<file path="config.mk">
export PLATFORM = sky130hd
export DESIGN_NAME = enbt_expiry_unit
export DESIGN_NICKNAME = d
export VERILOG_FILES = /design/src/hdl/enbt_pkg.sv /design/src/hdl/enbt_expiry_unit.sv
export SDC_FILE = /design/constraint.sdc
export NUM_CORES = 1
export LEC_CHECK = 0
export ABC_CLOCK_PERIOD_IN_PS = 6620
export BUFFER_PORTS_ARGS = -buffer_cell sky130_fd_sc_hd__buf_4
export CAP_MARGIN = 25
export CORE_ASPECT_RATIO = 1.75
export CORE_MARGIN = 3
export CORE_UTILIZATION = 50
export DETAILED_ROUTE_END_ITERATION = 10
export PLACE_DENSITY = 0.94
export SLEW_MARGIN = 30
export SYNTH_ARGS = -nofsm -noshare
export SYNTH_HDL_FRONTEND = slang
export SYNTH_SLANG_ARGS = --single-unit
export TNS_END_PERCENT = 1
</file>
<file path="constraint.sdc">
create_clock -name vclk -period 6.62
set_input_delay 0.993 -clock vclk [all_inputs]
set_output_delay 0.993 -clock vclk [all_outputs]
set_load 0.02 [all_outputs]
</file>
<file path="src/hdl/enbt_pkg.sv">
// Shared constants, codes and port word layouts for the expiring node block table.
package enbt_pkg;

   // Default sizes
   localparam int DEF_MAX_NODES   = 16;
   localparam int DEF_MAX_ENTRIES = 8;
   localparam int DEF_KEY_BITS    = 32;
   localparam int DEF_TIME_BITS   = 48;

   // Fixed field widths
   localparam int DUR_BITS    = 32;
   localparam int REASON_BITS = 16;
   localparam int KIND_BITS   = 2;

   // Operation codes
   localparam logic [1:0] OP_STORE = 2'd0;
   localparam logic [1:0] OP_QUERY = 2'd1;
   localparam logic [1:0] OP_LIST  = 2'd2;

   // Directive kinds
   localparam logic [1:0] KIND_ELEVATE    = 2'd0;
   localparam logic [1:0] KIND_AVOID      = 2'd1;
   localparam logic [1:0] KIND_QUARANTINE = 2'd2;
   localparam logic [1:0] KIND_RELEASE    = 2'd3;

   // Input word, last declared field in the lowest bits
   typedef struct packed {
      logic [3:0]  pad;
      logic [47:0] now_ms;
      logic [15:0] reason_tag;
      logic [47:0] issued_ms;
      logic [31:0] lifetime_ms;
      logic        timed;
      logic [1:0]  kind;
      logic        node_present;
      logic [31:0] node_key;
   } req_data_type;

   // Result word, last declared field in the lowest bits
   typedef struct packed {
      logic [1:0]  pad;
      logic        dropped;
      logic [15:0] entry_reason;
      logic [47:0] entry_issued;
      logic [31:0] entry_duration;
      logic        entry_timed;
      logic [1:0]  entry_kind;
      logic [4:0]  tracked_nodes;
      logic [3:0]  active_count;
      logic [15:0] block_reason;
      logic        blocked;
   } rsp_data_type;

endpackage

</file>
<file path="src/hdl/enbt_expiry_unit.sv">
// Shared expiry test: issued + duration <= now, computed without wrap.
module enbt_expiry_unit
   import enbt_pkg::*;
#(
   parameter int TIME_BITS = DEF_TIME_BITS
) (
   input  logic                 timed,
   input  logic [TIME_BITS-1:0] issued,
   input  logic [DUR_BITS-1:0]  duration,
   input  logic [TIME_BITS-1:0] now,
   output logic                 expired
);

   logic [TIME_BITS:0] sum;

   // one wide add and compare; untimed entries never expire
   assign sum     = {1'b0, issued} + (TIME_BITS+1)'(duration);
   assign expired = timed && (sum <= {1'b0, now});

endmodule

</file>
# Word level (Yosys, flattened, before mapping)
# Index checks and enable logic that the tools add are counted.
# totals
regBits	0
in_bits	129
output_inout_bits	1
word_cells	3
# op_classes
addsub	1
order_cmp	1
n_reduce_logical	1
# op_table
cell	n
48-bit by 32-bit adder with 49-bit output	1
49-bit by 48-bit less-or-equal comparator with 1-bit output	1
1-bit logical AND	1

# Longest topological paths before layout
# logic_depth
word_depth	3
mapped_depth	19
depth_no_buf	19

# Worst setup path after synthesis
# No wires, ideal clock.
# synth_path
path_type	input to output
from	input port issued[0]
to	output port expired
arrival_ps	4787
required_time_ps	5627
path_slack_ps	840
stages	19
path_buffers	0
cell_sequence	ha_1 > fa_1 > a211oi_1 > o21bai_1 > o21a_1 > a31oi_4 > o41ai_4 > a211oi_4 > nor2_1 > xor2_1 > ha_1 > a21oi_1 > o21ai_0 > o21a_1 > o21ai_0 > a21oi_1 > a2111oi_0 > a211oi_1 > nor3b_2
# synth_via
elab_chain_len	3
# synth_rtl
element	line	source
from (decl)	enbt_expiry_unit.sv:8	input logic [TIME_BITS-1:0] issued,
48-bit by 32-bit adder with 49-bit output	enbt_expiry_unit.sv:17	assign sum = {1'b0, issued} + (TIME_BITS+1)'(duration);
49-bit by 48-bit less-or-equal comparator with 1-bit output	enbt_expiry_unit.sv:18	assign expired = timed && (sum <= {1'b0, now});
1-bit logical AND	enbt_expiry_unit.sv:18	
to (decl)	enbt_expiry_unit.sv:11	output logic expired
# No other way between the ends.

# Worst setup path in the final report
# Ends and elaborated chain as after synthesis.

==> metrics.txt <==
Antenna Nets Post-Route 0; total track usage approximately 25%; initial antenna violation count 0; final hold viol count 0; slowest stage cell, crit path fa_1; switching power ~0.2 mW; WP data arrival roughly 5200 ps; worst-path cell chain buf_4 > ha_1 > fa_1 > a211oi_1 > o21bai_1 > o21a_1 > a31oi_4 > o41ai_4 > a211oi_4 > nor2_1 > xor2_1 > ha_1 > a21oi_1 > o21ai_0 > o21a_1 > o21ai_0 > a21oi_1 > a2111oi_2 > a211oi_1 > nor3b_2 > buf_4; Gate power share between 90% and 100%; worst setup path start issued[0]; final slew viol count 0; drt initial violations roughly 110; core footprint about 0.0063 mm²; pin count of the biggest net entering global routing 11; Clock power frac 0%; grt met2 use around half; min-delay src timed; Top Family by Delay on Critical Path compound AO/OA/AOI/OAI gates; post-DP HPWL between 8000 and 9000 µm; synthesis-to-finish area growth 32.46%; Critical Path Sink Type output pin; hold slack final about 2400 ps; grt peak-use layer met2; min Tclk post-route roughly 6200 ps; sequential share of power 0%; Net Sw Frac around 50%; Post-Layout Cell Count ~660; share of layout cells above drive strength 1 between 20 and 25%; Max Cap Viol 0; Final nets between 700 and 800; Synth cell types 49; Via density ~5.8; Initial Util between 50% and 60%; die area between 0.007 and 0.008 mm²; Relative slew margins 68.83%; Int Pwr between 0.15 and 0.2 mW; Synth Net Count 664; register area 0 µm²; final setup violation count 0; Peak VDD IR 0.04631 mV; Inserted Diodes 0; Chip Width roughly 67 µm; Max Fanout on Critical Path 5; crit path kind in -> out; Routed WL 9812 µm; met1 usage 21.77%; gp weighted congestion 0.9021; Worst-Margin Slew 464.8 ps; outcome finished clean; DR pass1 iterations 4; leakage between 2 and 2.5 nW; Die Height 113.1 µm; num sequential 0; Max stage delay on crit path approximately 420 ps; sequential area share after synthesis 0%; wire length per cell 14.91 µm; Mapped Avg Cell Area roughly 7.2 µm²; post-synthesis instance total ~450; WP data required roughly 5600 ps; first-pass GRT wire length 15,410 µm; grt met3 use between 2 and 2.5%; maximum clock frequency roughly 0.16 GHz; hold_buf cts 0; IO buf count 130; I/O pins between 100 and 150; post-synthesis cell area ~0.0033 mm²; number of global-route vias before repair roughly 3,800; setup tns final 0 ps; CLK BUF 0; Power Dens Cells between 90 and 100 mW/mm²; Critical Path Start Type input pin; grt ovf 0; Buf/Inv on CP 2; via count roughly 3,800; min-delay worst type in -> out; drt drc 0; Synthesis Warnings 0; Site Rows 38; final worst-path cycle share 93.72%; setup repair after global routing missed its margin no; Placed Cells about 660
## cells in the final DEF (no fill, tap or decap), types with 7 or more instances in the layout
cell	count
nor2_1	28
o21a_1	7
and3_1	7
nand3_1	10
o21ai_0	23
ha_1	80
a21oi_1	47
a21o_1	32
xnor2_1	23
nand2_1	29
buf_4	131
nand4_1	12
inv_1	55
xor2_1	20
## per-stage QoR
stage	area (µm²)	power (mW)	setup WS (ps)	util [%]
3_5_place_dp	4334	0.3896	349.4	69.06
6_report	4340	0.3954	415.9	69.16
5_1_grt	4340	0.4411	73.45	69.16
3_3_place_gp	4334	0.3719	491.6	69.06
4_1_cts	4334	0.3923	313.2	69.06
2_1_floorplan	3277	0.2586	839.6	-
## worst paths after layout
path       to  slack (ps)  cells past startpoint
max   expired         420                     21
min   expired        2410                      3
## timing repair
item,CTS,global route
setup endpoints to repair,0,1
setup buffers,0,0
gates resized for setup,0,2
## kinds of logic (layout without fill, tap and decap cells)
| logic type | count (synthesis) | in the layout | synth area share, % |
|---|---|---|---|
| compound gates | 146 | 146 | 30.85 |
| xor+xnor | 43 | 43 | 11.49 |
| fa+ha+maj | 81 | 81 | 31.16 |
| buf+inv | 62 | 186 | 7.102 |
| simple gates | 122 | 122 | 19.40 |
## layer usage
metal	part of all wire (%)	wire, µm	vias to the layer above
met4	4.1	401	0
li1	-	-	1901
met1	33	3200	1721
met5	0	0	-
met2	58	5720	141
met3	5.0	490	40
## power by group through the flow
| stage | registers (mW) | clock network [mW] | logic [mW] |
|---|---|---|---|
| after CTS | 0 | 0 | 0.392 |
| final | 0 | 0 | 0.395 |
| after floorplan | 0 | 0 | 0.259 |
| after global placement | 0 | 0 | 0.372 |
| after global routing | 0 | 0 | 0.441 |
| after detailed placement | 0 | 0 | 0.390 |
## synthesized netlist by cell type (2+ instances only)
cell type / instances / area, µm²
and2_1: 2 / 12.51
and3_1: 7 / 43.79
nor2b_1: 4 / 25.02
and4_1: 3 / 26.28
xnor2_1: 23 / 201.4
a21o_1: 32 / 240.2
a31oi_1: 3 / 18.77
nand3_1: 10 / 50.05
o21bai_1: 6 / 45.04
nor3_1: 6 / 30.03
clkbuf_1: 7 / 26.28
or3_1: 2 / 12.51
a21oi_1: 47 / 235.2
xor2_1: 20 / 175.2
nand2_1: 29 / 108.9
o31ai_1: 4 / 30.03
a211oi_1: 5 / 37.54
o21a_1: 7 / 52.55
nor2_1: 28 / 105.1
a2111oi_0: 2 / 17.52
nor3b_1: 6 / 45.04
nand4_1: 12 / 75.07
o21ai_0: 23 / 115.1
ha_1: 80 / 1001
inv_1: 55 / 206.5
o211ai_1: 2 / 15.01
nand2b_1: 6 / 37.54
a221o_1: 2 / 20.02
## area by class of cell
type | count | area (µm²)
inverter | 55 | 206.4
fill | 539 | 1936
tap | 80 | 100.1
multi-input combinational | 392 | 3050
timing repair buffer | 131 | 983.4
Power figures use the tool's default switching activity.
