===== config.mk =====
export PLATFORM = sky130hd
export DESIGN_NAME = enbt_ram
export DESIGN_NICKNAME = d
export VERILOG_FILES = /design/src/hdl/enbt_pkg.sv /design/src/hdl/enbt_ram.sv
export SDC_FILE = /design/constraint.sdc
export NUM_CORES = 1
export LEC_CHECK = 0
export BUFFER_PORTS_ARGS = -buffer_cell sky130_fd_sc_hd__buf_2
export CORE_MARGIN = 10
export CORE_UTILIZATION = 55
export DETAILED_ROUTE_END_ITERATION = 7
export HOLD_SLACK_MARGIN = 0.15
export PLACE_DENSITY = 0.78
export SLEW_MARGIN = 25
export SYNTH_ARGS = -nofsm -noshare
export SYNTH_HDL_FRONTEND = slang
export SYNTH_SLANG_ARGS = --single-unit

===== constraint.sdc =====
create_clock -name clock -period 4.9 [get_ports clock]
set_clock_uncertainty 0.05 [all_clocks]
set_input_delay 0.49 -clock clock [delete_from_list [all_inputs] [get_ports clock]]
set_output_delay 0.49 -clock clock [all_outputs]
set_load 0.03 [all_outputs]

===== src/hdl/enbt_pkg.sv =====
// Shared constants, codes and port word layouts for the expiring node block table.
package enbt_pkg;

   // Default sizes
   localparam int DEF_MAX_NODES   = 16;
   localparam int DEF_MAX_ENTRIES = 8;
   localparam int DEF_KEY_BITS    = 32;
   localparam int DEF_TIME_BITS   = 48;

   // Fixed field widths
   localparam int DUR_BITS    = 32;
   localparam int REASON_BITS = 16;
   localparam int KIND_BITS   = 2;

   // Operation codes
   localparam logic [1:0] OP_STORE = 2'd0;
   localparam logic [1:0] OP_QUERY = 2'd1;
   localparam logic [1:0] OP_LIST  = 2'd2;

   // Directive kinds
   localparam logic [1:0] KIND_ELEVATE    = 2'd0;
   localparam logic [1:0] KIND_AVOID      = 2'd1;
   localparam logic [1:0] KIND_QUARANTINE = 2'd2;
   localparam logic [1:0] KIND_RELEASE    = 2'd3;

   // Input word, last declared field in the lowest bits
   typedef struct packed {
      logic [3:0]  pad;
      logic [47:0] now_ms;
      logic [15:0] reason_tag;
      logic [47:0] issued_ms;
      logic [31:0] lifetime_ms;
      logic        timed;
      logic [1:0]  kind;
      logic        node_present;
      logic [31:0] node_key;
   } req_data_type;

   // Result word, last declared field in the lowest bits
   typedef struct packed {
      logic [1:0]  pad;
      logic        dropped;
      logic [15:0] entry_reason;
      logic [47:0] entry_issued;
      logic [31:0] entry_duration;
      logic        entry_timed;
      logic [1:0]  entry_kind;
      logic [4:0]  tracked_nodes;
      logic [3:0]  active_count;
      logic [15:0] block_reason;
      logic        blocked;
   } rsp_data_type;

endpackage


===== src/hdl/enbt_ram.sv =====
// Single write port, single registered read port memory.
module enbt_ram
   import enbt_pkg::*;
#(
   parameter int DEPTH = 16,
   parameter int WIDTH = 8,
   parameter int AW    = 4
) (
   input  logic             clock,
   input  logic             wr_en,
   input  logic [AW-1:0]    wr_addr,
   input  logic [WIDTH-1:0] wr_data,
   input  logic             rd_en,
   input  logic [AW-1:0]    rd_addr,
   output logic [WIDTH-1:0] rd_data
);

   logic [WIDTH-1:0] mem_ff [DEPTH];

   // write port
   always_ff @(posedge clock) begin
      if (wr_en) begin
         mem_ff[wr_addr] <= wr_data;
      end
   end

   // registered read port
   always_ff @(posedge clock) begin
      if (rd_en) begin
         rd_data <= mem_ff[rd_addr];
      end
   end

endmodule


# Word-level counts from Yosys, hierarchy flattened
# Memories as Yosys holds them, arrays and structs flattened. A register that Yosys moved wholly into a read port is not among the register bits.
# Index checks and enable logic that the tools add are counted.
# totals
out_inout_bits	8
in_bits	19
wordCells	3
mem_count	1
mem_bits_ro	0
regBits	0
latchBits	0
ramBits	128
# mem_list
memory	depth	width	rd	rd_clocked_by_memory_dff	wr	line	source
mem_ff	16	8	1	1	1	enbt_ram.sv:18	logic [WIDTH-1:0] mem_ff [DEPTH];
# classes
eq_ne	0
muxes	2
mul	0
reduce_logical	0
bitwise	0
div_mod_pow	0
shifts	0
order_cmp	0
addsub	0
# ops
op	count
1-bit two-way mux	2

# Longest topological paths before layout
# Gate-level depths: netlist of the first run.
# depth
depth_word	2
depth_mapped	5
ltp_nobuf	3

# Least setup slack after synthesis of the first run
# OpenSTA, ideal clock, no wires.
# synth_timing
path_kind	input to register
start	input port wr_addr[2]
end	memory mem_ff[0][0], enable pin
arrival_time_ns	1.600
t_required_ns	4.467
path_slack_ns	2.867
n_path_buf	0
setup_time_ns	0.383
path_stages	2
cell_sequence	or3b_2 nor3_1
# synth_lines
element	line	source
start, declared	enbt_ram.sv:11	input logic [AW-1:0] wr_addr,
end, declared	enbt_ram.sv:18	
# Straight into the memory's write port.

# Worst setup path after layout of the first run
# layout_timing
start	input port wr_addr[2]
end	memory mem_ff[3][5], enable pin
# Straight into the memory's write port.

==> flow_metrics.env, run 1 <==
export IMPL_run_status="complete, no violations"
export IMPL_totalWireLength_mm=11.0
export IMPL_syn_area_sq_um=5230
export IMPL_synth_edff_count=136
export IMPL_min_path_type="primary input to flip-flop"
export IMPL_fin_tns_setup_ns=0
export IMPL_area_growth_pct=15.3
export IMPL_dp_hpwl_mm=6.26
export IMPL_fin_util_pct=65.3
export IMPL_cts_post_setup_buffers_inserted=0
export IMPL_synthArstFlopShare_pct=0
export IMPL_overflow=0
export IMPL_slew_violations=0
export IMPL_clockBufferDepth=2
export IMPL_fmaxAchievable_ghz=0.535
export IMPL_die_area_sq_um=13800
export IMPL_vias_per_cell=6.17
export IMPL_n_antenna_cell=0
export IMPL_synth_top_area_share_pct=78.1
export IMPL_grt_util_all_layers_pct=16.5
export IMPL_leakagePower_nw=1.99
export IMPL_ctsHoldBuffers=0
export IMPL_criticalPathCategory="primary input to flip-flop"
export IMPL_path_clk_slew_ns=0.06
export IMPL_clk_latency_ns=0.53
export IMPL_yosysMostFrequentCell="edfxtp_1"
export IMPL_route_antenna_remaining_nets=0
export IMPL_seq_area_frac_synth_pct=78.1
export IMPL_drv_cap=0
export IMPL_gp_congestion=0.745
export IMPL_rsz0062_at_grt="no"
export IMPL_initial_core_util_pct=56.6
export IMPL_via_count=2513
export IMPL_antenna_found_initial=0
export IMPL_io_pins=27
export IMPL_synth_distinct_cells=18
export IMPL_drt_iter0_markers=368
export IMPL_dr_pass1_iters=4
export IMPL_netlist_instances=229
export IMPL_synthTopCellsByArea="edfxtp_1 78%, mux4_2 7.8%, mux4_1 7.0%, a22oi_1 2.3%, nor2_1 0.93%"
export IMPL_max_slew_worst_pin_slew_ns=1.09
export IMPL_synth_nets=248
export IMPL_placementRows=35
export IMPL_yosysTopAreaCell="edfxtp_1"
export IMPL_synth_commonest_cells="136 x edfxtp_1, 18 x mux4_2, 16 x a22oi_1"
export IMPL_cts_tree="yes"
export IMPL_maxSlewHeadroom_pct=26.6
export IMPL_pwr_density_cell_nw_per_um2=437
export IMPL_place_ws_ns=2.27
export IMPL_fp_dieW_um=117
export IMPL_cts_sinks=136
export IMPL_routedWlPerCell_um=27.1
export IMPL_drive_gt1_share_pct=30.6
export IMPL_coreArea_sq_um=9240
export IMPL_hold_viol_final=0
export IMPL_crit_fanout=8
export IMPL_timing_final_ws_setup_ns=3.03
export IMPL_cp_arrival_ns=1.96
export IMPL_h_tree_depth=4
export IMPL_ir_worst_vdd_mv=0.242
export IMPL_grt_pass1_wl_mm=16.4
export IMPL_yosysWarningCount=0
export IMPL_grt_start_max_net_pins=33
export IMPL_yosys_most_used_dff="edfxtp_1"
export IMPL_die_h_um=117
export IMPL_synth_seq_cells=136
export IMPL_startpoint_type="primary input"
export IMPL_postCtsResizedCells=0
export IMPL_drc=0
export IMPL_final_nets=284
export IMPL_finalSetupViolations=0
export IMPL_required_ns=4.99
export IMPL_numCtsBuffers=17
export IMPL_fin_crit_sh_pct=38.1
export IMPL_grt_pass1_vias=2596
export IMPL_cts_root_buffer="clkbuf_8"
export IMPL_syn_avg_cell_area_sq_um=22.8
export IMPL_port_buffers=26
export IMPL_finalCriticalPeriod_ns=1.87
export IMPL_worstSetupEndpointType="flip-flop"
==> stage by stage <==
step / cells / power (mW) / hold slack (ns) / area (sq um)
after floorplan: 229 / 1.42 / 0.539 / 5230
after global placement: 375 / 1.46 / 0.674 / 5460
after detailed placement: 375 / 1.47 / 0.682 / 5460
after CTS: 407 / 2.64 / 0.264 / 6020
after global routing: 407 / 2.71 / 0.267 / 6030
final: 407 / 2.63 / 0.285 / 6030
==> layout make-up <==
cell class              count  area, sq um
well taps                 129          161
fillers                   580         3210
multi-input cells          83         1080
repair buffers             27          140
flip-flops and latches    136         4080
clock buffers              18          418
clock inverters            14          141
==> worst max-delay path: stages <==
cell	delay [ns]
buf_2	0.11
or3b_2	0.53
nor2_1	0.82
==> where the power goes <==
part           leakage, nW  switching (mW)  internal [mW]
Sequential            1.24         0.00789           1.31
Combinational        0.482          0.0798         0.0457
Clock                0.267           0.505          0.684
==> cell usage in the layout, fill, tap and decap left out, types with 2 or more instances in the layout <==
cell type and n:
clkinvlp_4 2, buf_2 25, nor2_1 8, clkinv_4 6, nand2_1 9, nand3b_1 2, buf_4 2, clkbuf_16 16
nor2_2 5, inv_6 5, mux4_1 14, a22oi_1 16, nor3_2 3, edfxtp_1 136, mux4_2 18, nand2b_1 2
==> cell families after synthesis <==
kind of cell / count (synthesis) / synth area share, %
muxes: 32 / 14.8
buffers and inverters: 10 / 1.65
AOI/OAI and AO/OA: 16 / 2.30
DFF: 136 / 78.1
and+or+nand+nor: 35 / 3.14
==> state kept, by name, indices dropped and copies added, names as in the netlist <==
signal   flops
rd_data      8
mem_ff     128
==> worst paths after layout <==
| path | end | slack (ns) | cells after the start | startpoint |
|---|---|---|---|---|
| min | rd_data[1] | 0.29 | 1 | rd_en |
| max | mem_ff[3][5] | 3.03 | 3 | wr_addr[2] |
| min reg2reg | rd_data[5] | 0.72 | 3 | mem_ff[8][5] |
| max reg2reg | rd_data[7] | 3.31 | 3 | mem_ff[3][7] |
==> metal layers <==
metal / global-route usage (%) / wire length, um / up-vias
li1: - / - / 1056
met1: 20.9 / 4400 / 1275
met2: 25.0 / 5380 / 162
met3: 6.57 / 1040 / 20
met4: 6.72 / 214 / 0
met5: 0 / 0 / -
No activity file was read; power rests on OpenSTA's default activity.
==> run 2, diff against run 1 <==
--- a/config.mk
+++ b/config.mk
@@ -7,10 +7,10 @@
 export LEC_CHECK = 0
 export BUFFER_PORTS_ARGS = -buffer_cell sky130_fd_sc_hd__buf_2
 export CORE_MARGIN = 10
-export CORE_UTILIZATION = 55
+export CORE_UTILIZATION = 54
 export DETAILED_ROUTE_END_ITERATION = 7
 export HOLD_SLACK_MARGIN = 0.15
-export PLACE_DENSITY = 0.78
+export PLACE_DENSITY = 0.79
 export SLEW_MARGIN = 25
 export SYNTH_ARGS = -nofsm -noshare
 export SYNTH_HDL_FRONTEND = slang
==> constraint.sdc (replaced) <==
create_clock -name clock -period 1.57 [get_ports clock]
set_clock_uncertainty 0.05 [all_clocks]
set_input_delay 0.157 -clock clock [delete_from_list [all_inputs] [get_ports clock]]
set_output_delay 0.157 -clock clock [all_outputs]
set_load 0.03 [all_outputs]
==> flow_metrics.env, run 2 (synthesis results as in run 1) <==
export IMPL_route_antenna_remaining_nets=0
export IMPL_pwr_density_cell_nw_per_um2=1340
export IMPL_holdWs_ns=0.250
export IMPL_crit_fanout=1
export IMPL_dr_pass1_iters=4
export IMPL_cp_arrival_ns=1.78
export IMPL_largest_registers="mem_ff x128, rd_data x8"
export IMPL_cts_root_buffer="clkbuf_8"
export IMPL_slew_violations=0
export IMPL_drt_iter0_markers=234
export IMPL_worstSetupEndpointType="flip-flop"
export IMPL_largest_reg_flops=128
export IMPL_min_path_cells=4
export IMPL_cts_sinks=136
export IMPL_via_count=2550
export IMPL_clockBufferDepth=2
export IMPL_gp_congestion=0.746
export IMPL_h_tree_depth=4
export IMPL_overflow=0
export IMPL_finalSetupViolations=0
export IMPL_fin_area_sq_um=6400
export IMPL_vias_per_cell=5.78
export IMPL_dp_hpwl_mm=6.31
export IMPL_drv_cap=0
export IMPL_dpl_cell_area_sq_um=5680
export IMPL_cts_post_setup_buffers_inserted=0
export IMPL_coreArea_sq_um=9330
export IMPL_routedWlPerCell_um=23.9
export IMPL_leakagePower_nw=2.19
export IMPL_totalWireLength_mm=10.5
export IMPL_path_clk_slew_ns=0.06
export IMPL_clk_latency_ns=0.52
export IMPL_drive_gt1_share_pct=33.3
export IMPL_antenna_found_initial=0
export IMPL_required_ns=1.78
export IMPL_rsz0062_at_grt="yes"
export IMPL_final_nets=318
export IMPL_finalCriticalPeriod_ns=1.56
export IMPL_fp_dieW_um=118
export IMPL_initial_core_util_pct=56.0
export IMPL_run_status="complete, no violations"
export IMPL_grt_util_all_layers_pct=15.8
export IMPL_max_slew_worst_pin_slew_ns=0.738
export IMPL_grt_pass1_vias=2719
export IMPL_drc=0
export IMPL_cts_tree="yes"
export IMPL_fin_crit_sh_pct=99.6
export IMPL_area_growth_pct=22.5
export IMPL_layout_cells_most_common="edfxtp_1"
export IMPL_largest_register="mem_ff"
export IMPL_ir_worst_vdd_mv=0.592
export IMPL_layout_common_cells="136 x edfxtp_1, 26 x buf_2, 19 x mux4_2, 19 x buf_4, 16 x clkbuf_16"
export IMPL_hold_viol_final=0
export IMPL_fmaxAchievable_ghz=0.639
export IMPL_n_antenna_cell=0
export IMPL_grt_pass1_wl_mm=16.5
export IMPL_port_buffers=26
export IMPL_min_path_type="primary input to flip-flop"
export IMPL_placementRows=35
export IMPL_io_pins=27
export IMPL_die_area_sq_um=14000
export IMPL_startpoint_type="flip-flop"
export IMPL_numCtsBuffers=17
export IMPL_reg2regPathDepth=3
export IMPL_die_h_um=118
export IMPL_maxSlewHeadroom_pct=50.6
export IMPL_criticalPathCategory="flip-flop to flip-flop"
export IMPL_grt_start_max_net_pins=17
==> run 2: cell types whose count changed in the layout (fill, tap and decap cells not counted), sizes merged <==
cell         change
bufinv           +2
clkbuf           -1
dlygate4sd3     +11
buf             +23
clkinvlp         -1
==> run 2: area by class of cell <==
class	count	area, sq um
clock buffers	17	414
clock inverters	15	191
fillers	549	2930
multi-input cells	83	1070
flip-flops and latches	136	4080
well taps	129	161
repair buffers	61	483
==> run 2: repair_timing <==
action                     CTS  global route
pin swaps                    1             0
resized for setup            2             1
hold endpoints to repair   160             0
setup endpoints to repair    1             4
hold buffers                11             0
==> run 2: critical path: stages (launching register included) <==
cell and delay (ns):
edfxtp_1 0.43, mux4_2 0.55, a22oi_2 0.19, nand2_1 0.09
==> run 2: metal layers <==
metal  part of all wire [%]  vias up  GRT usage [%]
met3                    7.0       16           4.90
met5                      0        -              0
met2                     50       97           24.5
li1                       -     1128              -
met4                    1.7        0           6.34
met1                     41     1309           20.4
==> run 2: path summary, 6_finish.rpt <==
kind | end | start | slack, ns
setup / recovery | rd_data[5] | mem_ff[11][5] | 0.006
hold reg to reg | rd_data[2] | mem_ff[8][2] | 0.71
hold / removal | mem_ff[0][2] | wr_addr[2] | 0.25
setup reg to reg | rd_data[5] | mem_ff[11][5] | 0.006
==> run 2: through the flow <==
| step | util (%) | total power, mW | setup TNS, ns | setup slack, ns | instances |
|---|---|---|---|---|---|
| floorplan | - | 4.43 | 0 | 0.0806 | 229 |
| global placement | 60.9 | 4.60 | -0.959 | -0.194 | 398 |
| detailed placement | 60.9 | 4.62 | -1.15 | -0.189 | 398 |
| CTS | 68.6 | 8.61 | 0 | 0.00992 | 441 |
| global route | 68.6 | 8.79 | -0.0626 | -0.0220 | 441 |
| finish | 68.6 | 8.55 | 0 | 0.00623 | 441 |
==> run 2: power breakdown <==
| part | switching, mW | leakage (nW) | internal, mW | total (mW) |
|---|---|---|---|---|
| clock network | 1.53 | 0.293 | 2.45 | 3.98 |
| logic | 0.255 | 0.665 | 0.198 | 0.453 |
| registers | 0.0256 | 1.24 | 4.09 | 4.12 |
